$ cat src/rtl/ncd_pkg.sv
// ncd_pkg: shared constants, function codes and controller/datapath structs
// for the note change detector; depends on nothing
package ncd_pkg;

   localparam int PEAK_ENTRIES_DEF = 12;
   localparam int IDX_W            = 4;
   localparam int AMP_W            = 24;
   localparam int FREQ_W           = 24;
   localparam int PCT_W            = 7;
   localparam int CAR_W            = 8;
   localparam int NUM_W            = FREQ_W + 2;
   localparam int HARM_SHIFT       = 20;

   localparam logic [20:0] HARM_UP   = 21'd1079302;
   localparam logic [19:0] HARM_DOWN = 20'd1018725;
   localparam logic [6:0]  HUNDRED   = 7'd100;

   localparam logic [23:0] TOL_RESET   = 24'd2560;
   localparam logic [6:0]  DECAY_RESET = 7'd50;
   localparam logic [7:0]  CARRY_RESET = 8'd50;

   localparam logic [1:0] FUNC_LOAD_PREV = 2'd0;
   localparam logic [1:0] FUNC_LOAD_CUR  = 2'd1;
   localparam logic [1:0] FUNC_EVAL      = 2'd2;

   localparam logic [1:0] CSR_TOL   = 2'd0;
   localparam logic [1:0] CSR_DECAY = 2'd1;
   localparam logic [1:0] CSR_CARRY = 2'd2;

   typedef struct packed {
      logic             load;
      logic             eval_start;
      logic             max_step;
      logic             row_start;
      logic             pair_eval;
      logic             harm_init;
      logic             div_step;
      logic             f_calc;
      logic             mul_lo;
      logic             mul_hi;
      logic             pair_commit;
      logic             swap;
      logic [IDX_W-1:0] i_idx;
      logic [IDX_W-1:0] j_idx;
   } cmd_type;

   typedef struct packed {
      logic ac_zero;
      logic ap_zero;
      logic base_zero;
      logic hit;
      logic row_fail;
   } sts_type;

endpackage

$ cat src/rtl/ncd_datapath.sv
// ncd_datapath: peak tables, config registers, restoring divider and the
// compare logic of the note change detector; depends on ncd_pkg
module ncd_datapath import ncd_pkg::*; #(
   parameter int PEAK_ENTRIES = PEAK_ENTRIES_DEF
) (
   input  logic              clock,
   input  logic              reset,
   input  cmd_type           cmd,
   output sts_type           sts,
   input  logic [1:0]        req_func,
   input  logic [3:0]        req_index,
   input  logic [AMP_W-1:0]  req_amplitude,
   input  logic [FREQ_W-1:0] req_frequency,
   input  logic [PCT_W-1:0]  req_new_note_percent,
   input  logic              csr_we,
   input  logic [1:0]        csr_index,
   input  logic [23:0]       csr_wdata
);

   localparam int IW = (PEAK_ENTRIES > 1) ? $clog2(PEAK_ENTRIES) : 1;

   logic [AMP_W-1:0]  pa_ff [PEAK_ENTRIES];
   logic [FREQ_W-1:0] pf_ff [PEAK_ENTRIES];
   logic [AMP_W-1:0]  ca_ff [PEAK_ENTRIES];
   logic [FREQ_W-1:0] cf_ff [PEAK_ENTRIES];

   logic [23:0]       tol_ff;
   logic [PCT_W-1:0]  dec_ff;
   logic [CAR_W-1:0]  car_ff;
   logic [PCT_W-1:0]  pct_ff;
   logic [AMP_W-1:0]  strong_ff;
   logic              matched_ff;
   logic [AMP_W-1:0]  best_ff;
   logic              hit_ff;
   logic [NUM_W-1:0]  num_ff, numk_ff, rem_ff;
   logic [NUM_W-2:0]  den_ff;
   logic [FREQ_W-1:0] t_ff;
   logic [NUM_W-2:0]  f_ff;
   logic              lo_ok_ff;

   logic [AMP_W-1:0]  ac, ap;
   logic [FREQ_W-1:0] fc, fp, base, tv, diff;
   logic [NUM_W-1:0]  rem_sh, num_sub;
   logic              close;
   logic [43:0]       t_scaled;
   logic              load_ok;

   assign ac = ca_ff[cmd.i_idx[IW-1:0]];
   assign fc = cf_ff[cmd.i_idx[IW-1:0]];
   assign ap = pa_ff[cmd.j_idx[IW-1:0]];
   assign fp = pf_ff[cmd.j_idx[IW-1:0]];

   // first pass tests the current frequency against previous base
   assign base = cmd.swap ? fc : fp;
   assign tv   = cmd.swap ? fp : fc;
   assign diff = (fc > fp) ? (fc - fp) : (fp - fc);
   assign close = (diff <= tol_ff) && (ac < ap) &&
                  (32'(ac) * 32'(HUNDRED) >= 32'(ap) * 32'(dec_ff));
   assign rem_sh  = {rem_ff[NUM_W-2:0], num_ff[NUM_W-1]};
   assign num_sub = numk_ff - rem_ff;
   assign t_scaled = {t_ff, 20'd0};
   assign load_ok = ({1'b0, req_index} < 5'(PEAK_ENTRIES));

   always_comb begin
      sts.ac_zero   = (ac == '0);
      sts.ap_zero   = (ap == '0);
      sts.base_zero = (base == '0);
      sts.hit       = hit_ff;
      if (matched_ff) begin
         sts.row_fail = (32'(best_ff) * 32'(HUNDRED) < 32'(ac) * 32'(car_ff));
      end else begin
         sts.row_fail = (32'(ac) * 32'(HUNDRED) >= 32'(strong_ff) * 32'(pct_ff));
      end
   end

   always_ff @(posedge clock) begin
      if (reset) begin
         for (int k = 0; k < PEAK_ENTRIES; k++) begin
            pa_ff[k] <= '0;
            pf_ff[k] <= '0;
            ca_ff[k] <= '0;
            cf_ff[k] <= '0;
         end
      end else if (cmd.load && load_ok) begin
         if (req_func == FUNC_LOAD_PREV) begin
            pa_ff[req_index[IW-1:0]] <= req_amplitude;
            pf_ff[req_index[IW-1:0]] <= req_frequency;
         end else if (req_func == FUNC_LOAD_CUR) begin
            ca_ff[req_index[IW-1:0]] <= req_amplitude;
            cf_ff[req_index[IW-1:0]] <= req_frequency;
         end
      end
   end

   always_ff @(posedge clock) begin
      if (reset) begin
         tol_ff <= TOL_RESET;
         dec_ff <= DECAY_RESET;
         car_ff <= CARRY_RESET;
      end else if (csr_we) begin
         unique case (csr_index)
            CSR_TOL:   tol_ff <= csr_wdata;
            CSR_DECAY: dec_ff <= csr_wdata[PCT_W-1:0];
            CSR_CARRY: car_ff <= csr_wdata[CAR_W-1:0];
            default: ;
         endcase
      end
   end

   always_ff @(posedge clock) begin
      if (cmd.eval_start) begin
         pct_ff    <= req_new_note_percent;
         strong_ff <= '0;
      end
      if (cmd.max_step && ac > strong_ff) begin
         strong_ff <= ac;
      end
      if (cmd.row_start) begin
         matched_ff <= 1'b0;
         best_ff    <= '0;
      end
      if (cmd.pair_eval) begin
         hit_ff <= close || (cmd.i_idx == cmd.j_idx);
      end
      if (cmd.harm_init) begin
         num_ff  <= {1'b0, tv, 1'b0} + NUM_W'(base);
         numk_ff <= {1'b0, tv, 1'b0} + NUM_W'(base);
         den_ff  <= {base, 1'b0};
         rem_ff  <= '0;
         t_ff    <= tv;
      end
      if (cmd.div_step) begin
         num_ff <= {num_ff[NUM_W-2:0], 1'b0};
         if (rem_sh >= {1'b0, den_ff}) begin
            rem_ff <= rem_sh - {1'b0, den_ff};
         end else begin
            rem_ff <= rem_sh;
         end
      end
      if (cmd.f_calc) begin
         // rounded multiple times base, taken from the remainder
         f_ff <= num_sub[NUM_W-1:1];
      end
      if (cmd.mul_lo) begin
         lo_ok_ff <= (45'(f_ff) * 45'(HARM_DOWN) <= 45'(t_scaled));
      end
      if (cmd.mul_hi && lo_ok_ff &&
          (46'(t_scaled) <= 46'(f_ff) * 46'(HARM_UP))) begin
         hit_ff <= 1'b1;
      end
      if (cmd.pair_commit && hit_ff) begin
         matched_ff <= 1'b1;
         if (ap > best_ff) begin
            best_ff <= ap;
         end
      end
   end

endmodule

$ cat config.mk
export PLATFORM = sky130hd
export DESIGN_NAME = ncd_datapath
export DESIGN_NICKNAME = d
export VERILOG_FILES = /design/src/rtl/ncd_pkg.sv /design/src/rtl/ncd_datapath.sv
export SDC_FILE = /design/constraint.sdc
export NUM_CORES = 2
export LEC_CHECK = 0
export ABC_AREA = 1
export BUFFER_PORTS_ARGS = -buffer_cell sky130_fd_sc_hd__buf_2
export CORE_MARGIN = 8
export CORE_UTILIZATION = 45
export DETAILED_ROUTE_END_ITERATION = 12
export SYNTH_ARGS = -nofsm -noshare
export SYNTH_HDL_FRONTEND = slang
export SYNTH_SLANG_ARGS = --single-unit
$ cat constraint.sdc
create_clock -name clock -period 12 [get_ports clock]
set_clock_uncertainty 0.05 [all_clocks]
set_input_delay 1.8 -clock clock [delete_from_list [all_inputs] [get_ports clock]]
set_output_delay 1.8 -clock clock [all_outputs]
set_load 0.02 [all_outputs]
# After elaboration in Yosys (flattened, before gate mapping)
# Memories as Yosys holds them, arrays and structs flattened.
# Index checks and enable logic that the tools add are counted.
# Widths: inputs -> output; s select.
# totals
reg_bits	248
ram_bits	1152
in_bits	110
out_inout_bits	5
word_cells	107
n_memories	4
# memory_table
memory	words	width	rd	rd_clocked_by_memory_dff	write_ports	line_no	source
ca_ff	12	24	1	0	12	ncd_datapath.sv:24	logic [AMP_W-1:0] ca_ff [PEAK_ENTRIES];
cf_ff	12	24	1	0	12	ncd_datapath.sv:25	logic [FREQ_W-1:0] cf_ff [PEAK_ENTRIES];
pa_ff	12	24	1	0	12	ncd_datapath.sv:22	logic [AMP_W-1:0] pa_ff [PEAK_ENTRIES];
pf_ff	12	24	1	0	12	ncd_datapath.sv:23	logic [FREQ_W-1:0] pf_ff [PEAK_ENTRIES];
# op_classes
addsub	5
n_mul	7
magnitude_cmp	12
eq_ne	4
n_mux	37
n_reduce_logical	22
# op_table
cell	n
$mux 24	12
$mux 26	5
$reduce_or 24->1	4
$mul 25x20->45 const B	2
$gt 24x24->1	3
$logic_not 24->1	3
$ge 31x31->1	2
$mul 24x7->31	2
$mul 24x5->29 const B	2
$sub 24x24->24	2
$le 44x46->1	1
$le 45x44->1	1
$lt 31x32->1	1
$mul 24x8->32	1
$add 25x24->26	1
$ge 26x25->1	1
$sub 26x25->26	1
$sub 26x26->26	1
$le 24x24->1	1
$lt 24x24->1	1
$mux 1	16
$mux 4	4
$logic_and 1x1->1	7
$reduce_and 2->1	3
7 further kinds	10

# Logic depth before layout (Yosys ltp)
# depth
depth_word	8
mapped_depth	43
mapped_depth_nobuf	40

# Worst setup path after synthesis
# No wires, ideal clock.
# synth_path
path_type	input port to output port
startpoint	input cmd[6] (netlist name)
endpoint	output sts[0] (netlist name)
arrival_time_ps	7986
required_time_ps	10150
setup_slack_ps	2164
cell_stages	29
path_buffers	4
cell_sequence	buf_2 buf_2 clkbuf_1 clkbuf_1 o221ai_1 o211ai_1 nand2_1 inv_2 nor2_1 fa_1 fa_1 fa_1 fa_1 ha_1 nand2_1 nor2_1 nand4_1 o21ai_0 a21boi_0 o31ai_1 a21oi_1 xor2_1 ha_1 a21oi_1 nand3b_1 nand3_1 nor2_1 nand3_1 nand2_1
# synth_lines
item	line_no	source
start: declaration	ncd_datapath.sv:8	input cmd_type cmd,
end: declaration	ncd_datapath.sv:9	output sts_type sts,

==> results.md <==
Setup path:
- The critical-path cell with the highest stage delay is sky130_fd_sc_hd__fa_1.
- The required time of the worst setup path is 10.15 ns.
- The arrival time at the worst endpoint is 9.32 ns.
- For this run, the slowest stage of the critical path takes 0.56 ns.
- The capturing element type of the critical path is an output pin.
- In this run the worst path has a maximum fanout of 118.
- The sort of element at the start of the critical path is a primary input.
- The type of the worst setup path is in -> out.

Job:
- Across the run, the number of max-cap violations was 0.

Global routing:
- The total global routing overflow is 0.
- The via count of the first global-routing pass is 94504.
- Entering global routing, the biggest net connects 167 pins.
- The wire length of the first global-routing pass is just under 600000 µm.
- In the global route stage, overall resource usage came out at 0.265.
- The number of antenna violations at the first check in global routing was 15.

CTS:
- The worst-case clock buffer depth is 4.
- The worst-skew pair later-pin latency is 0.88 ns.
- The post-cts repair resize count is 0.
- After clock tree synthesis, the setup repair step added 0 buffers.
- The number of sinks driven by the clock tree is ~1800.
- The hold buffer count at cts is 0.
- Clock-pin slew was measured on the worst setup and hold paths at ~0.060 ns.
- The tree is rooted in a sky130_fd_sc_hd__clkbuf_16.
- TritonCTS built the clock tree.
- The number of H-tree branching levels is 4.
- TritonCTS created 196 clock buffers.

Synthesis:
- By instance count, the leading cell after synthesis is sky130_fd_sc_hd__nor2_1.
- The post-synthesis register bit count is 1783.
- Ranked by instance count, the synthesized netlist is headed by sky130_fd_sc_hd__nor2_1 (2432), sky130_fd_sc_hd__edfxtp_1 (1717), sky130_fd_sc_hd__inv_1 (1617).
- The number of unique standard cell types used by synthesis is 60.
- The synthesized area per cell is 9.57 µm².
- The async set or reset register ratio after synthesis is 0.
- After synthesis, the cell types taking the most area are sky130_fd_sc_hd__edfxtp_1 (42%), sky130_fd_sc_hd__fa_1 (11%), sky130_fd_sc_hd__ha_1 (11%).
- During synthesis, Yosys emitted a total of 0 warnings.
- The synthesized netlist occupies a cell area of 122000 µm².
- Summed over all instances, the cell type with the most area after synthesis is sky130_fd_sc_hd__edfxtp_1.
- Yosys mapped a number of flops with a built-in enable equal to 1717.
- The share of synthesized area in the top cell type comes to 0.422.
- Counting every instance in the synthesized netlist gives between 10000 and 15000.
- For this run, the leading register cell type out of synthesis is sky130_fd_sc_hd__edfxtp_1.
- The share of the Yosys chip area taken by registers is 0.433.

Floorplan:
- The area of the die is 288000 µm².
- The die outline height is 537 µm.
- During I/O placement, the number of pins put on the boundary was 115.
- In this run the horizontal extent of the chip is 537 µm.
- The area of the placeable core is 270000 µm².
- The floorplan has 191 rows.
- For this configuration, the core starts out at a cell density of 0.452.

Detailed routing:
- The iteration count of the initial detailed-routing pass is 6.
- The routed wirelength normalized by instance count is 23.3 µm.
- The detailed-route via count is between 90000 and 100k.
- Using the TritonRoute via totals, the vias-per-cell ratio works out to 5.63.
- The total DRC errors in the routed layout is 0.
- The number of DRC markers in iteration 0 is 8932.
- In this run the remaining antenna-violating nets after routing total 0.
- The total wire length is 390000 µm.

Timing:
- The relative slew slack is 0.0931.
- The worst path in the final design needs a cycle of approximately 11 ns, including I/O delays and setup.
- Setup violations remaining at the end of the flow were counted as 0.
- Setup repair after global routing left no endpoint under its margin.
- The number of slew-limit violations in the final report is 0.
- The final count of hold timing violations came to 0.
- Timing would allow up to between 80 and 90 MHz.
- Dividing the final minimum period by the clock period gives 0.931.
- Summed over all failing endpoints, the final setup total negative slack is 0 ns.
- The transition time at the pin with the least slew margin is 1.36 ns.

Run status:
- The run finished with clean final reports.

Placed design:
- The HPWL after detailed placement is about 270000 µm.
- The congestion estimate from routability-driven global placement came to between 0.9 and 1.
- Once placement finished, the instance area stood at about 130000 µm².
- The count of input and output buffers is 114.

Layout:
- After the last flow step, the layout net total stands at roughly 15000.
- The share of the core filled with cells is 0.493.
- The area overhead of the layout relative to synthesis is 9.00%.
- Once layout is done, the placed cells without fillers occupy 133000 µm².
- The fraction of final layout cells sized beyond drive strength 1 is 0.0527.

Min path:
- The type of the tightest min-delay check is reg -> reg.
worst paths after layout:
check,cells after the start,start,endpoint,slack (ns)
hold reg to reg,2,tol_ff[10],tol_ff[10],0.41
setup reg to reg,35,f_ff[4],lo_ok_ff,2.52
hold / removal,2,tol_ff[10],tol_ff[10],0.41
setup / recovery,33,cmd[4],sts[0],0.83
cell families after synthesis:
kind of cell | share of synthesized area
buffers and inverters | 0.0757
muxes | 0.000328
and+or+nand+nor | 0.138
AOI/OAI and AO/OA | 0.114
adders and majority gates | 0.218
DFF | 0.433
xor gates and xnor gates | 0.0209
other | 0.0000307
area by class of cell:
| type | instances | area, µm² |
|---|---|---|
| diodes | 9 | 22.5 |
| repair buffers | 278 | 1990 |
| clock inverters | 117 | 845 |
| well taps | 3570 | 4470 |
| clock buffers | 237 | 5080 |
| flip-flops and latches | 1783 | 52900 |
| inverters | 1659 | 6260 |
| multi-input cells | 9051 | 61600 |
| fillers | 25192 | 137000 |
per-layer routing:
| metal | share of wire | global-route usage | vias to the layer above |
|---|---|---|---|
| met1 | 0.42 | 0.356 | 46415 |
| li1 | - | - | 43014 |
| met3 | 0.080 | 0.0421 | 759 |
| met5 | 0.00014 | 0 | - |
| met4 | 0.038 | 0.0895 | 8 |
| met2 | 0.46 | 0.438 | 3862 |
critical path, delay by kind of cell:
family | cells | cell delay (ns)
fa+ha+maj | 6 | 2.73
compound gates | 9 | 1.91
simple gates | 11 | 1.45
buf+inv | 6 | 1.17
xor+xnor | 1 | 0.13
cell usage in the layout, fill, tap and decap left out, types with 11 or more instances in the layout:
cell,instances
sky130_fd_sc_hd__nor2_1,2432
sky130_fd_sc_hd__inv_1,1612
sky130_fd_sc_hd__nor4_1,28
sky130_fd_sc_hd__a21o_1,28
sky130_fd_sc_hd__o21ai_0,980
sky130_fd_sc_hd__conb_1,384
sky130_fd_sc_hd__buf_2,107
sky130_fd_sc_hd__o22ai_1,98
sky130_fd_sc_hd__edfxtp_1,1717
sky130_fd_sc_hd__a22o_1,14
sky130_fd_sc_hd__o211ai_1,124
sky130_fd_sc_hd__o221ai_1,290
sky130_fd_sc_hd__nand3_1,272
sky130_fd_sc_hd__clkinv_2,38
sky130_fd_sc_hd__nand2_1,1339
sky130_fd_sc_hd__a211oi_1,19
sky130_fd_sc_hd__a21oi_1,532
sky130_fd_sc_hd__nor3_1,55
sky130_fd_sc_hd__a21boi_0,12
sky130_fd_sc_hd__inv_2,42
sky130_fd_sc_hd__buf_4,154
sky130_fd_sc_hd__o21ai_1,130
sky130_fd_sc_hd__clkinv_1,55
sky130_fd_sc_hd__nand2_2,73
sky130_fd_sc_hd__buf_12,11
sky130_fd_sc_hd__dfxtp_1,66
sky130_fd_sc_hd__xor2_1,169
sky130_fd_sc_hd__clkbuf_16,197
sky130_fd_sc_hd__o21a_1,23
sky130_fd_sc_hd__a31oi_1,31
sky130_fd_sc_hd__clkbuf_1,40
sky130_fd_sc_hd__fa_1,672
sky130_fd_sc_hd__xnor2_1,122
sky130_fd_sc_hd__o21bai_1,31
sky130_fd_sc_hd__ha_1,1051
sky130_fd_sc_hd__nand4_1,63
registers in the layout, summed over array words and instances (netlist names):
signal	flops
matched_ff	1
pf_ff	384
best_ff	24
dec_ff	7
den_ff	23
tol_ff	24
f_ff	25
pct_ff	7
rem_ff	26
num_ff	26
numk_ff	26
lo_ok_ff	1
ca_ff	384
pa_ff	384
cf_ff	384
car_ff	8
t_ff	24
strong_ff	24
hit_ff	1
metrics by stage:
step                instances  setup WS, ns  hold WS (ns)
CTS                     16695         0.807         0.418
global route            16700         0.239         0.435
detailed placement      16341         0.846         0.409
floorplan               13143          2.16         0.385
finish                  16704         0.831         0.414
global placement        16341         0.871         0.404
Power is left out: the tool's default activity adds up to more than one toggle a clock period on the data nets, which glitch-free logic cannot reach.
