`src/rtl/ncd_pkg.sv`:
```
// ncd_pkg: shared constants, function codes and controller/datapath structs
// for the note change detector; depends on nothing
package ncd_pkg;

   localparam int PEAK_ENTRIES_DEF = 12;
   localparam int IDX_W            = 4;
   localparam int AMP_W            = 24;
   localparam int FREQ_W           = 24;
   localparam int PCT_W            = 7;
   localparam int CAR_W            = 8;
   localparam int NUM_W            = FREQ_W + 2;
   localparam int HARM_SHIFT       = 20;

   localparam logic [20:0] HARM_UP   = 21'd1079302;
   localparam logic [19:0] HARM_DOWN = 20'd1018725;
   localparam logic [6:0]  HUNDRED   = 7'd100;

   localparam logic [23:0] TOL_RESET   = 24'd2560;
   localparam logic [6:0]  DECAY_RESET = 7'd50;
   localparam logic [7:0]  CARRY_RESET = 8'd50;

   localparam logic [1:0] FUNC_LOAD_PREV = 2'd0;
   localparam logic [1:0] FUNC_LOAD_CUR  = 2'd1;
   localparam logic [1:0] FUNC_EVAL      = 2'd2;

   localparam logic [1:0] CSR_TOL   = 2'd0;
   localparam logic [1:0] CSR_DECAY = 2'd1;
   localparam logic [1:0] CSR_CARRY = 2'd2;

   typedef struct packed {
      logic             load;
      logic             eval_start;
      logic             max_step;
      logic             row_start;
      logic             pair_eval;
      logic             harm_init;
      logic             div_step;
      logic             f_calc;
      logic             mul_lo;
      logic             mul_hi;
      logic             pair_commit;
      logic             swap;
      logic [IDX_W-1:0] i_idx;
      logic [IDX_W-1:0] j_idx;
   } cmd_type;

   typedef struct packed {
      logic ac_zero;
      logic ap_zero;
      logic base_zero;
      logic hit;
      logic row_fail;
   } sts_type;

endpackage

```
`src/rtl/ncd_control.sv`:
```
// ncd_control: sequencer that walks the peak pairs of an evaluate and
// drives the datapath; depends on ncd_pkg
module ncd_control import ncd_pkg::*; #(
   parameter int PEAK_ENTRIES = PEAK_ENTRIES_DEF
) (
   input  logic       clock,
   input  logic       reset,
   input  logic       start,
   input  logic [1:0] req_func,
   output logic       busy,
   output logic       rsp_strobe,
   output logic       rsp_same_note,
   output cmd_type    cmd,
   input  sts_type    sts
);

   localparam logic [IDX_W-1:0] LAST = IDX_W'(PEAK_ENTRIES - 1);
   localparam logic [4:0] DIV_LAST = 5'(NUM_W - 1);

   typedef enum logic [10:0] {
      S_IDLE   = 11'b00000000001,
      S_MAX    = 11'b00000000010,
      S_ROW    = 11'b00000000100,
      S_PAIR   = 11'b00000001000,
      S_PCHK   = 11'b00000010000,
      S_HARM   = 11'b00000100000,
      S_DIV    = 11'b00001000000,
      S_FCALC  = 11'b00010000000,
      S_MLO    = 11'b00100000000,
      S_MHI    = 11'b01000000000,
      S_COMMIT = 11'b10000000000
   } state_type;

   state_type        state_ff, state_in;
   logic [IDX_W-1:0] i_ff, i_in, j_ff, j_in;
   logic [1:0]       pass_ff, pass_in;
   logic [4:0]       cnt_ff, cnt_in;
   logic             strobe_ff, strobe_in, same_ff, same_in;

   assign busy          = (state_ff != S_IDLE);
   assign rsp_strobe    = strobe_ff;
   assign rsp_same_note = same_ff;

   always_comb begin
      state_in  = state_ff;
      i_in      = i_ff;
      j_in      = j_ff;
      pass_in   = pass_ff;
      cnt_in    = cnt_ff;
      strobe_in = 1'b0;
      same_in   = same_ff;
      cmd       = '0;
      cmd.i_idx = i_ff;
      cmd.j_idx = j_ff;
      cmd.swap  = pass_ff[0];
      unique case (state_ff)
         S_IDLE: begin
            if (start) begin
               if (req_func == FUNC_LOAD_PREV || req_func == FUNC_LOAD_CUR) begin
                  cmd.load = 1'b1;
               end else if (req_func == FUNC_EVAL) begin
                  cmd.eval_start = 1'b1;
                  i_in = '0;
                  state_in = S_MAX;
               end
            end
         end
         S_MAX: begin
            cmd.max_step = 1'b1;
            if (i_ff == LAST) begin
               i_in = '0;
               state_in = S_ROW;
            end else begin
               i_in = i_ff + 1'b1;
            end
         end
         S_ROW: begin
            if (sts.ac_zero) begin
               if (i_ff == LAST) begin
                  strobe_in = 1'b1;
                  same_in   = 1'b1;
                  state_in  = S_IDLE;
               end else begin
                  i_in = i_ff + 1'b1;
               end
            end else begin
               cmd.row_start = 1'b1;
               j_in = '0;
               state_in = S_PAIR;
            end
         end
         S_PAIR: begin
            if (sts.ap_zero) begin
               if (j_ff == LAST) begin
                  state_in = S_COMMIT;
               end else begin
                  j_in = j_ff + 1'b1;
               end
            end else begin
               cmd.pair_eval = 1'b1;
               pass_in  = 2'd0;
               state_in = S_PCHK;
            end
         end
         S_PCHK: begin
            if (sts.hit || pass_ff == 2'd2) begin
               state_in = S_COMMIT;
            end else begin
               state_in = S_HARM;
            end
         end
         S_HARM: begin
            if (sts.base_zero) begin
               pass_in  = pass_ff + 1'b1;
               state_in = S_PCHK;
            end else begin
               cmd.harm_init = 1'b1;
               cnt_in   = '0;
               state_in = S_DIV;
            end
         end
         S_DIV: begin
            cmd.div_step = 1'b1;
            cnt_in = cnt_ff + 1'b1;
            if (cnt_ff == DIV_LAST) begin
               state_in = S_FCALC;
            end
         end
         S_FCALC: begin
            cmd.f_calc = 1'b1;
            state_in = S_MLO;
         end
         S_MLO: begin
            cmd.mul_lo = 1'b1;
            state_in = S_MHI;
         end
         S_MHI: begin
            cmd.mul_hi = 1'b1;
            pass_in  = pass_ff + 1'b1;
            state_in = S_PCHK;
         end
         S_COMMIT: begin
            // also reached after a skipped last pair: the row is judged here
            if (pass_ff != 2'd3 && !sts.ap_zero) begin
               cmd.pair_commit = 1'b1;
            end
            if (j_ff != LAST || (!sts.ap_zero && pass_ff != 2'd3)) begin
               if (j_ff != LAST) begin
                  j_in = j_ff + 1'b1;
                  state_in = S_PAIR;
               end else begin
                  pass_in = 2'd3;
               end
            end else if (sts.row_fail) begin
               strobe_in = 1'b1;
               same_in   = 1'b0;
               state_in  = S_IDLE;
            end else if (i_ff == LAST) begin
               strobe_in = 1'b1;
               same_in   = 1'b1;
               state_in  = S_IDLE;
            end else begin
               i_in = i_ff + 1'b1;
               state_in = S_ROW;
            end
         end
         default: state_in = S_IDLE;
      endcase
   end

   always_ff @(posedge clock) begin
      if (reset) begin
         state_ff  <= S_IDLE;
         strobe_ff <= 1'b0;
         pass_ff   <= '0;
      end else begin
         state_ff  <= state_in;
         strobe_ff <= strobe_in;
         pass_ff   <= pass_in;
      end
   end

   always_ff @(posedge clock) begin
      i_ff    <= i_in;
      j_ff    <= j_in;
      cnt_ff  <= cnt_in;
      same_ff <= same_in;
   end

endmodule

```
`config.mk`:
```
export PLATFORM = sky130hd
export DESIGN_NAME = ncd_control
export DESIGN_NICKNAME = d
export VERILOG_FILES = /design/src/rtl/ncd_pkg.sv /design/src/rtl/ncd_control.sv
export SDC_FILE = /design/constraint.sdc
export NUM_CORES = 1
export LEC_CHECK = 0
export BUFFER_PORTS_ARGS = -buffer_cell sky130_fd_sc_hd__buf_2
export CORE_MARGIN = 4
export CORE_UTILIZATION = 55
export CTS_CLUSTER_SIZE = 10
export DETAILED_ROUTE_END_ITERATION = 10
export GPL_ROUTABILITY_DRIVEN = 1
export PLACE_DENSITY_LB_ADDON = 0.25
export SYNTH_ARGS = -nofsm -noshare
export SYNTH_HDL_FRONTEND = slang
export SYNTH_SLANG_ARGS = --single-unit
```
`constraint.sdc`:
```
create_clock -name clock -period 3.3 [get_ports clock]
set_clock_uncertainty 0.15 [all_clocks]
set_input_delay 0.99 -clock clock [delete_from_list [all_inputs] [get_ports clock]]
set_output_delay 0.99 -clock clock [all_outputs]
set_load 0.005 [all_outputs]
```
---- After elaboration in Yosys (flattened, before gate mapping) ----
Index checks and enable logic that the tools add are counted.
word-level totals
  memories ................................ 0
  bits in registers ....................... 28
  input port bits ......................... 10
  output and inout bits ................... 23
  ROM bits ................................ 0
  logic and storage cells ................. 134
  bits in latches ......................... 0
  bits in writable memories ............... 0
operators by class
  div/mod/pow operators ................... 0
  reduce and logical (&&, ||, !) cells .... 17
  add/sub/neg operators ................... 4
  bitwise gates (word level) .............. 0
  shifts and indexed selects .............. 0
  multipliers ............................. 0
  equal/unequal tests ..................... 40
  mux-type cells .......................... 66
  magnitude comparators ................... 0
operators with widths
  cell                    count
  $mux W11                12
  $pmux W11 S11           1
  $mux W4                 13
  $ne A2 B2 Y1 const B    18
  $mux W1                 24
  $pmux W4 S4             1
  $mux W2                 6
  $pmux W4 S3             1
  $eq A11 B1 Y1 const B   1
  $eq A11 B10 Y1 const B  1
  $eq A11 B11 Y1 const B  1
  $eq A11 B2 Y1 const B   1
  $eq A11 B3 Y1 const B   1
  $eq A11 B4 Y1 const B   1
  $eq A11 B5 Y1 const B   1
  $eq A11 B6 Y1 const B   1
  $eq A11 B7 Y1 const B   1
  $eq A11 B8 Y1 const B   1
  $eq A11 B9 Y1 const B   1
  $ne A11 B1 Y1 const B   1
  $pmux W5 S2             1
  $ne A3 B3 Y1 const B    3
  $add A4 B1 Y4 const B   2
  $eq A4 B4 Y1 const B    2
  24 further kinds        31

---- Longest topological paths before layout ----
Gate-level depths: netlist of the first run.
  depth after elaboration ................. 5
  depth in mapped cells ................... 8

---- Least setup slack after synthesis of the first run ----
Ideal clock, no wire load.
  kind .................................... reg2out
  start ................................... register state_ff[9]
  end ..................................... output port cmd[19] (netlist bit)
  slack ................................... 528 ps
  path buffers ............................ 2
  stages on the path, launching flop included .. 7
  arrival ................................. 1632 ps
  data required time ...................... 2160 ps
  path through ............................ dfxtp_1 buf_6 or4_4 nor3_2 buf_6 nand2_1 nor3b_1
RTL lines
  item                    RTL line            source
  start, declared         ncd_control.sv:34   state_type state_ff, state_in;
  start signal, assigned  ncd_control.sv:177  state_ff <= state_in;
  end, declared           ncd_control.sv:13   output cmd_type cmd,

==> flow_metrics.env, run 1 <==
export IMPL_num_vias=1625
export IMPL_crit_path_start_kind="register"
export IMPL_dpl_cell_area_um2=2008
export IMPL_grt_max_degree=17
export IMPL_synth_mux_area_frac=0.005384
export IMPL_drtIter0Drc=89
export IMPL_async_flop_share=0
export IMPL_end_kind="output port"
export IMPL_synth_area_leaders="edfxtp_1, dfxtp_1, nor2_1"
export IMPL_syn_area_per_cell_um2=9.296
export IMPL_cts_buffer_depth=2
export IMPL_place_gp_congestion=0.9316
export IMPL_slew_viol_final=0
export IMPL_min_period_ns=3.206
export IMPL_yosys_area_share_simple=0.3627
export IMPL_tns_ns=0
export IMPL_ys_flop_type="edfxtp_1"
export IMPL_yosys_top_cells_count="nor2_1, dfxtp_1, edfxtp_1"
export IMPL_area_growth_pct=12.52
export IMPL_vdd_drop_max_v=0.0001870
export IMPL_rsz0062_at_grt="false"
export IMPL_yosysTopAreaCell="edfxtp_1"
export IMPL_routedWlPerCell_um=15.09
export IMPL_grt_pass1_wl_um=6906
export IMPL_numCtsBuffers=3
export IMPL_cts_root_buf="clkbuf_4"
export IMPL_cts_tree="done"
export IMPL_ios=33
export IMPL_track_usage=0.2056
export IMPL_die_h_um=66.14
export IMPL_final_nets=250
export IMPL_fillers=278
export IMPL_first_global_vias=1525
export IMPL_antenna_found_initial=0
export IMPL_crit_fanout=11
export IMPL_overflow=0
export IMPL_die_w_um=66.14
export IMPL_final_core_util=0.6635
export IMPL_maxCapViolations=0
export IMPL_dp_hpwl_um=3172
export IMPL_yosysWarnings=0
export IMPL_vias_per_cell=5.866
export IMPL_drtAntennaViolNets=0
export IMPL_period_share=0.9716
export IMPL_final_setup_viol_count=0
export IMPL_syn_inst=200
export IMPL_synth_compound_area_frac=0.08614
export IMPL_netlist_area_leader_share=0.2261
export IMPL_cts_num_sinks=28
export IMPL_synth_xor_area_frac=0.05653
export IMPL_powerDensity_nw_per_um2=331.4
export IMPL_drive_above_1_share=0.2961
export IMPL_criticalPathCategory="reg -> out"
export IMPL_max_slew_margin=0.5876
export IMPL_cts_max_level=1
export IMPL_antenna_cells=0
export IMPL_status="complete, no violations"
export IMPL_synth_edf_count=14
export IMPL_coreArea_um2=3153
export IMPL_syn_area_um2=1859
export IMPL_required_ns=2.16
export IMPL_portBuffers=32
export IMPL_ys_seq_elements=28
export IMPL_syn_nets=216
export IMPL_stdcell_area_um2=2092
export IMPL_dieArea_um2=4375
export IMPL_drc_errors=0
export IMPL_critPathArrivalTime_ns=2.07
export IMPL_finalHoldViolCount=0
export IMPL_start_util=0.5897
export IMPL_seq_area_frac_synth=0.3769
export IMPL_p_leak_nw=0.8812
export IMPL_synth_top_family_by_area="simple AND/OR/NAND/NOR gates"
export IMPL_drtPass1Iterations=4
export IMPL_ctsHoldBuffers=0
export IMPL_hold_path_class="reg -> reg"
export IMPL_synth_most_common_cell="nor2_1"
export IMPL_synthAdderAreaFrac=0.04038
export IMPL_rows=20
export IMPL_max_freq_mhz=311.9
export IMPL_routed_wirelength_um=4181
export IMPL_clk_pin_slew_worst_paths_ns=0.17
export IMPL_yosysUniqueCellTypes=51
export IMPL_tightest_slew_ns=0.6130
export IMPL_clock_latency_ns=0.35
timing repair:
action	4_1_cts	5_1_grt
gates resized for setup	2	6
pin swaps	0	0
setup buffers	0	2
setup endpoints to repair	1	3
worst max-delay path: stages, from the launching register on:
cell	delay (ns)
dfxtp_4	0.40
or4_4	0.58
nor3_2	0.15
buf_6	0.16
and2_4	0.16
nor2b_2	0.15
buf_2	0.12
cells in the final DEF (no fill, tap or decap), types with 2 or more instances in the layout:
master	n
nand3_1	9
nor4b_1	4
o21ai_0	3
dfxtp_1	11
nand4_1	2
nand2_1	10
xor2_1	6
or4_1	3
dfxtp_2	2
buf_2	32
nor3_1	4
or4_4	3
clkbuf_4	3
and3_1	6
ha_1	6
inv_1	6
or2_2	5
nor2b_1	3
edfxtp_1	14
xnor2_1	6
and2_1	2
a21oi_1	7
nand3b_1	3
nand2b_1	2
or3_1	5
buf_4	7
nor3_2	2
nor4_1	9
a211oi_1	3
nor2_1	30
logic make-up after synthesis:
kind of cell | after synthesis
muxes | 1
and+or+nand+nor | 114
buffers and inverters | 17
xor gates and xnor gates | 12
adders and majority gates | 6
AOI/OAI and AO/OA | 22
DFF | 28
registers in the layout, summed over array words and instances (netlist names):
name and flops:
j_ff 4, cnt_ff 5, i_ff 4, rsp_strobe 1, rsp_same_note 1, pass_ff 2
state_ff 11
path summary, 6_finish.rpt:
| kind | start | to | slack, ns | cells after the start |
|---|---|---|---|---|
| setup / recovery | state_ff[8] | cmd[16] | 0.09 | 6 |
| hold / removal | pass_ff[0] | pass_ff[0] | 0.38 | 1 |
| setup reg to reg | state_ff[1] | j_ff[1] | 0.66 | 4 |
| hold reg to reg | pass_ff[0] | pass_ff[0] | 0.38 | 1 |
through the flow:
stage	instances	hold slack [ns]	power, mW	worst slack [ns]
2_1_floorplan	200	0.3348	0.4346	0.5284
3_3_place_gp	271	0.3622	0.4635	0.4199
3_5_place_dp	271	0.3542	0.4635	0.3841
4_1_cts	275	0.3787	0.6957	0.01098
5_1_grt	277	0.4423	0.7199	0.003209
6_report	277	0.3771	0.6934	0.09359
per-layer routing:
metal  vias to the layer above  part of all wire  global-route usage
met5                         -                 0                   0
met4                         0             0.019             0.08629
met3                         8             0.085             0.02891
met2                        76              0.47              0.3383
met1                       742              0.43              0.2681
li1                        799                 -                   -
cell type report:
type	count	area, um2	area share
clock buffer	3	22.52	0.01077
timing repair buffer	40	224.0	0.1071
multi-input combinational	155	1031	0.4928
sequential	28	706.9	0.3379
clock inverter	1	30.03	0.01435
inverter	6	22.52	0.01077
tap	44	55.05	0.02632
power breakdown:
part,internal (mW),switching [mW]
Sequential,0.370,0.00949
Combinational,0.0339,0.0434
Clock,0.123,0.114
Total,0.527,0.167
(Power assumes the default switching activity.)
==> run 2: changes to the inputs <==
CTS_BUF_LIST = sky130_fd_sc_hd__clkbuf_16   (was default)
==> run 2 against run 1 <==
Sequential cell count unchanged. Critical endpoint unchanged. Maximum frequency up 0.70%. Critical path depth stayed put. Combinational power is essentially flat. Hold slack lost 0.011 ns. Final cell count shrank 0.72%. Sequential power hardly changed.
==> flow_metrics.env, run 2 (synthesized netlist as in run 1, its figures left out) <==
export IMPL_layout_cells_non_filler=275
export IMPL_layout_common_cells="buf_2, nor2_1, edfxtp_1, dfxtp_1, nand2_1"
export IMPL_cts_buffer_depth=2
export IMPL_antenna_cells=0
export IMPL_final_setup_viol_count=0
export IMPL_gr_usage_met2=0.3408
export IMPL_cts_tree="done"
export IMPL_overflow=0
export IMPL_startpoint="state_ff[8]"
export IMPL_hold_path_class="reg -> reg"
export IMPL_area_growth_pct=13.86
export IMPL_final_core_util=0.6714
export IMPL_period_share=0.9649
export IMPL_vdd_drop_max_v=0.0002117
export IMPL_tns_ns=0
export IMPL_min_period_ns=3.184
export IMPL_required_ns=2.16
export IMPL_rows=20
export IMPL_clk_pin_slew_worst_paths_ns=0.07
export IMPL_dieArea_um2=4375
export IMPL_coreArea_um2=3153
export IMPL_critPathArrivalTime_ns=2.04
export IMPL_reg_top3="state_ff x11, cnt_ff x5"
export IMPL_clock_latency_ns=0.26
export IMPL_largest_reg_flops=11
export IMPL_drc_errors=0
export IMPL_place_gp_congestion=0.9316
export IMPL_drtPass1Iterations=4
export IMPL_cts_max_level=1
export IMPL_slew_viol_final=0
export IMPL_largest_register="state_ff"
export IMPL_maxCapViolations=0
export IMPL_die_w_um=66.14
export IMPL_drtIter0Drc=74
export IMPL_max_freq_mhz=314.1
export IMPL_start_util=0.5897
export IMPL_portBuffers=32
export IMPL_tightest_slew_ns=0.6928
export IMPL_die_h_um=66.14
export IMPL_grt_busiest_layer="met2"
export IMPL_placed_cells=271
export IMPL_numCtsBuffers=3
export IMPL_vias_per_cell=5.949
export IMPL_drtAntennaViolNets=0
export IMPL_grt_met1_usage=0.2880
export IMPL_final_common_cell="buf_2"
export IMPL_timing_rr_start="state_ff[1]"
export IMPL_crit_path_start_kind="register"
export IMPL_p_leak_nw=0.8922
export IMPL_criticalPathCategory="reg -> out"
export IMPL_status="complete, no violations"
export IMPL_rsz0062_at_grt="false"
export IMPL_crit_fanout=13
export IMPL_track_usage=0.2084
export IMPL_end_kind="output port"
export IMPL_first_global_vias=1549
export IMPL_whs_ns=0.3658
export IMPL_antenna_found_initial=0
export IMPL_powerDensity_nw_per_um2=387.4
export IMPL_dp_hpwl_um=3172
export IMPL_final_nets=248
export IMPL_routedWlPerCell_um=15.39
export IMPL_hold_start="pass_ff[0]"
export IMPL_use_met3=0.02721
export IMPL_num_vias=1636
export IMPL_drive_above_1_share=0.2727
export IMPL_ctsHoldBuffers=0
export IMPL_routed_wirelength_um=4232
export IMPL_grt_pass1_wl_um=7210
export IMPL_max_slew_margin=0.5339
export IMPL_ios=33
export IMPL_grt_max_degree=17
export IMPL_cts_num_sinks=28
export IMPL_cts_root_buf="clkbuf_16"
export IMPL_finalHoldViolCount=0
## run 2: cell types whose count changed in the layout (fill, tap and decap cells not counted)
cell / previous run / this run
clkbuf_16: 0 / 3
clkbuf_4: 3 / 0
dfxtp_1: 11 / 13
and2_1: 2 / 3
and2_4: 1 / 0
and3b_1: 0 / 1
and3b_2: 1 / 0
buf_4: 7 / 6
buf_6: 1 / 0
dfxtp_2: 2 / 1
dfxtp_4: 1 / 0
## run 2: layout make-up
| type | instances | area, um2 |
|---|---|---|
| clock buffers | 3 | 75.07 |
| clock inverters | 1 | 30.03 |
| repair buffers | 38 | 205.2 |
| flip-flops and latches | 28 | 701.9 |
| inverters | 6 | 22.52 |
| multi-input cells | 155 | 1027 |
| fillers | 272 | 1036 |
| well taps | 44 | 55.05 |
## run 2: power by group
part	internal (mW)	switching (mW)	total (mW)
combinational	0.0339	0.0435	0.0774
sequential	0.370	0.00945	0.380
clock	0.242	0.121	0.363
total	0.646	0.174	0.820
## run 2: per-stage QoR
stage,setup WS (ns),cell area (um2),power [mW]
CTS,0.07902,2113,0.8255
finish,0.1159,2117,0.8200
global placement,0.4199,2008,0.4635
global route,0.001168,2117,0.8537
floorplan,0.5284,1859,0.4346
detailed placement,0.3841,2008,0.4635
## run 2: metal layers
metal | share of wire | up-vias | routed length, um
li1 | - | 801 | -
met1 | 0.46 | 772 | 1934
met2 | 0.47 | 57 | 2008
met3 | 0.060 | 6 | 254
met4 | 0.0083 | 0 | 35
met5 | 0 | - | 0
## run 2: critical path, cell delays in order (launching register included)
cell and delay [ns]:
dfxtp_1 0.37, or4_4 0.60, nor3_2 0.12, buf_4 0.20
and2_1 0.19, nor2b_2 0.17, buf_2 0.12
## run 2: what timing repair did
item | CTS | global route
setup buffers | 0 | 0
setup endpoints to repair | 0 | 1
resized for setup | 0 | 2
## run 2: final timing paths
path,endpoint,slack (ns),depth (start not counted)
max,cmd[16],0.12,6
max reg2reg,j_ff[3],0.59,4
min,pass_ff[0],0.37,1
min reg2reg,pass_ff[0],0.37,1
==> run 3: changes to the inputs <==
CORE_MARGIN = 1.5   (was 4)
==> run 3 against run 2 <==
Via count grew 1.0%. Sequential cell count is the same. Critical path depth shrank 1. Final cell count grew 0.73%. Highest routed layer unchanged.
==> flow_metrics.env, run 3 (synthesized netlist as in run 1, its figures left out) <==
export IMPL_drc_errors=0
export IMPL_path_cells="or4_4 -> nor3_4 -> and2_1 -> nor2b_1 -> buf_2"
export IMPL_cts_setup_buffers=0
export IMPL_final_nets=250
export IMPL_p_leak_nw=0.8940
export IMPL_routed_wirelength_um=4166
export IMPL_power_total_mw=0.7329
export IMPL_worst_slack_ns=0.1066
export IMPL_num_vias=1653
export IMPL_finalHoldViolCount=0
export IMPL_cts_root_buf="clkbuf_16"
export IMPL_cp_slowest_cell="or4_4"
export IMPL_pre_cts_slack_ns=0.3205
export IMPL_powerDensity_nw_per_um2=347.6
export IMPL_portBuffers=32
export IMPL_dieArea_um2=3738
export IMPL_crit_path_start_kind="register"
export IMPL_hold_path_class="reg -> reg"
export IMPL_cts_buffer_depth=2
export IMPL_holdPathEnd="pass_ff[0]"
export IMPL_timing_rr_start="state_ff[9]"
export IMPL_ios=33
export IMPL_layout_common_cells="buf_2, nor2_1, edfxtp_1, dfxtp_1, nand2_1"
export IMPL_reg_top3="state_ff x11, cnt_ff x5"
export IMPL_hold_start="pass_ff[0]"
export IMPL_timing_rr_end="i_ff[2]"
export IMPL_die_w_um=61.14
export IMPL_place_gp_congestion=0.8956
export IMPL_vdd_drop_max_v=0.0001956
export IMPL_coreArea_um2=3128
export IMPL_drtAntennaViolNets=0
export IMPL_tightest_slew_ns=0.6163
export IMPL_antenna_cells=0
export IMPL_overflow=0
export IMPL_clk_pin_slew_worst_paths_ns=0.07
export IMPL_min_period_ns=3.193
export IMPL_ctsHoldBuffers=0
export IMPL_rows=20
export IMPL_required_ns=2.16
export IMPL_grt_pass1_wl_um=6423
export IMPL_crit_fanout=9
export IMPL_maxCapViolations=0
export IMPL_drive_above_1_share=0.2661
export IMPL_drtIter0Drc=96
export IMPL_slowest_delay_ns=0.60
export IMPL_area_growth_pct=13.39
export IMPL_vias_per_cell=5.968
export IMPL_reg2regPathDepth=4
export IMPL_max_freq_mhz=313.2
export IMPL_routedWlPerCell_um=15.04
export IMPL_tns_ns=0
export IMPL_largest_register="state_ff"
export IMPL_drtPass1Iterations=4
export IMPL_final_setup_viol_count=0
export IMPL_critical_path_top_delay_family="simple AND/OR/NAND/NOR gates"
export IMPL_cts_max_level=1
export IMPL_end_kind="output port"
export IMPL_final_common_cell="buf_2"
export IMPL_critPathArrivalTime_ns=2.05
export IMPL_die_h_um=61.14
export IMPL_rsz0062_at_grt="false"
export IMPL_cts_num_sinks=28
export IMPL_max_slew_margin=0.5833
export IMPL_track_usage=0.2338
export IMPL_slew_viol_final=0
export IMPL_criticalPathCategory="reg -> out"
export IMPL_status="complete, no violations"
export IMPL_path_buf_inv=1
export IMPL_grt_max_degree=16
export IMPL_clock_latency_ns=0.26
export IMPL_dp_hpwl_um=3134
export IMPL_cts_repair_resized=0
export IMPL_cts_tree="done"
export IMPL_ff2ff_setup_slack_ns=0.66
export IMPL_numCtsBuffers=3
export IMPL_largest_reg_flops=11
export IMPL_hold_depth=1
export IMPL_antenna_found_initial=0
export IMPL_first_global_vias=1415
export IMPL_period_share=0.9677
export IMPL_start_util=0.5944
[run 3: worst max path at each step]
stage / startpoint / endpoint / slack [ns] / cells past startpoint
2_1_floorplan: state_ff[9] / cmd[19] / 0.53 / 6
3_3_place_gp: state_ff[9] / cmd[16] / 0.34 / 5
3_5_place_dp: state_ff[9] / cmd[16] / 0.32 / 5
4_1_cts: state_ff[9] / cmd[16] / 0.02 / 5
5_1_grt: state_ff[9] / cmd[16] / 0.007 / 5
6_report: state_ff[9] / cmd[16] / 0.11 / 5
[run 3: routing by layer]
| metal | wire length [um] | GRT usage |
|---|---|---|
| met5 | 0 | 0 |
| met4 | 93 | 0.1056 |
| met3 | 330 | 0.03782 |
| met2 | 1838 | 0.3495 |
| met1 | 1904 | 0.3325 |
[run 3: where the power goes]
part / total [mW] / internal, mW / switching [mW]
registers: 0.379 / 0.370 / 0.00863
logic: 0.0772 / 0.0327 / 0.0445
clock network: 0.277 / 0.163 / 0.114
[run 3: cell type report]
type,instances,area [um2]
inverter,6,22.52
tap,44,55.05
clock buffer,3,75.07
timing repair buffer,40,220.2
fill,274,1020
clock inverter,1,3.754
sequential,28,700.7
multi-input combinational,155,1031
[run 3: stage by stage]
step / util / std cells / cell area (um2) / hold WS [ns]
after CTS: 0.6720 / 277 / 2102 / 0.3752
after floorplan: - / 200 / 1859 / 0.3348
after detailed placement: 0.6468 / 273 / 2023 / 0.3607
after global placement: 0.6468 / 273 / 2023 / 0.3681
after global routing: 0.6740 / 277 / 2108 / 0.4228
final: 0.6740 / 277 / 2108 / 0.3769
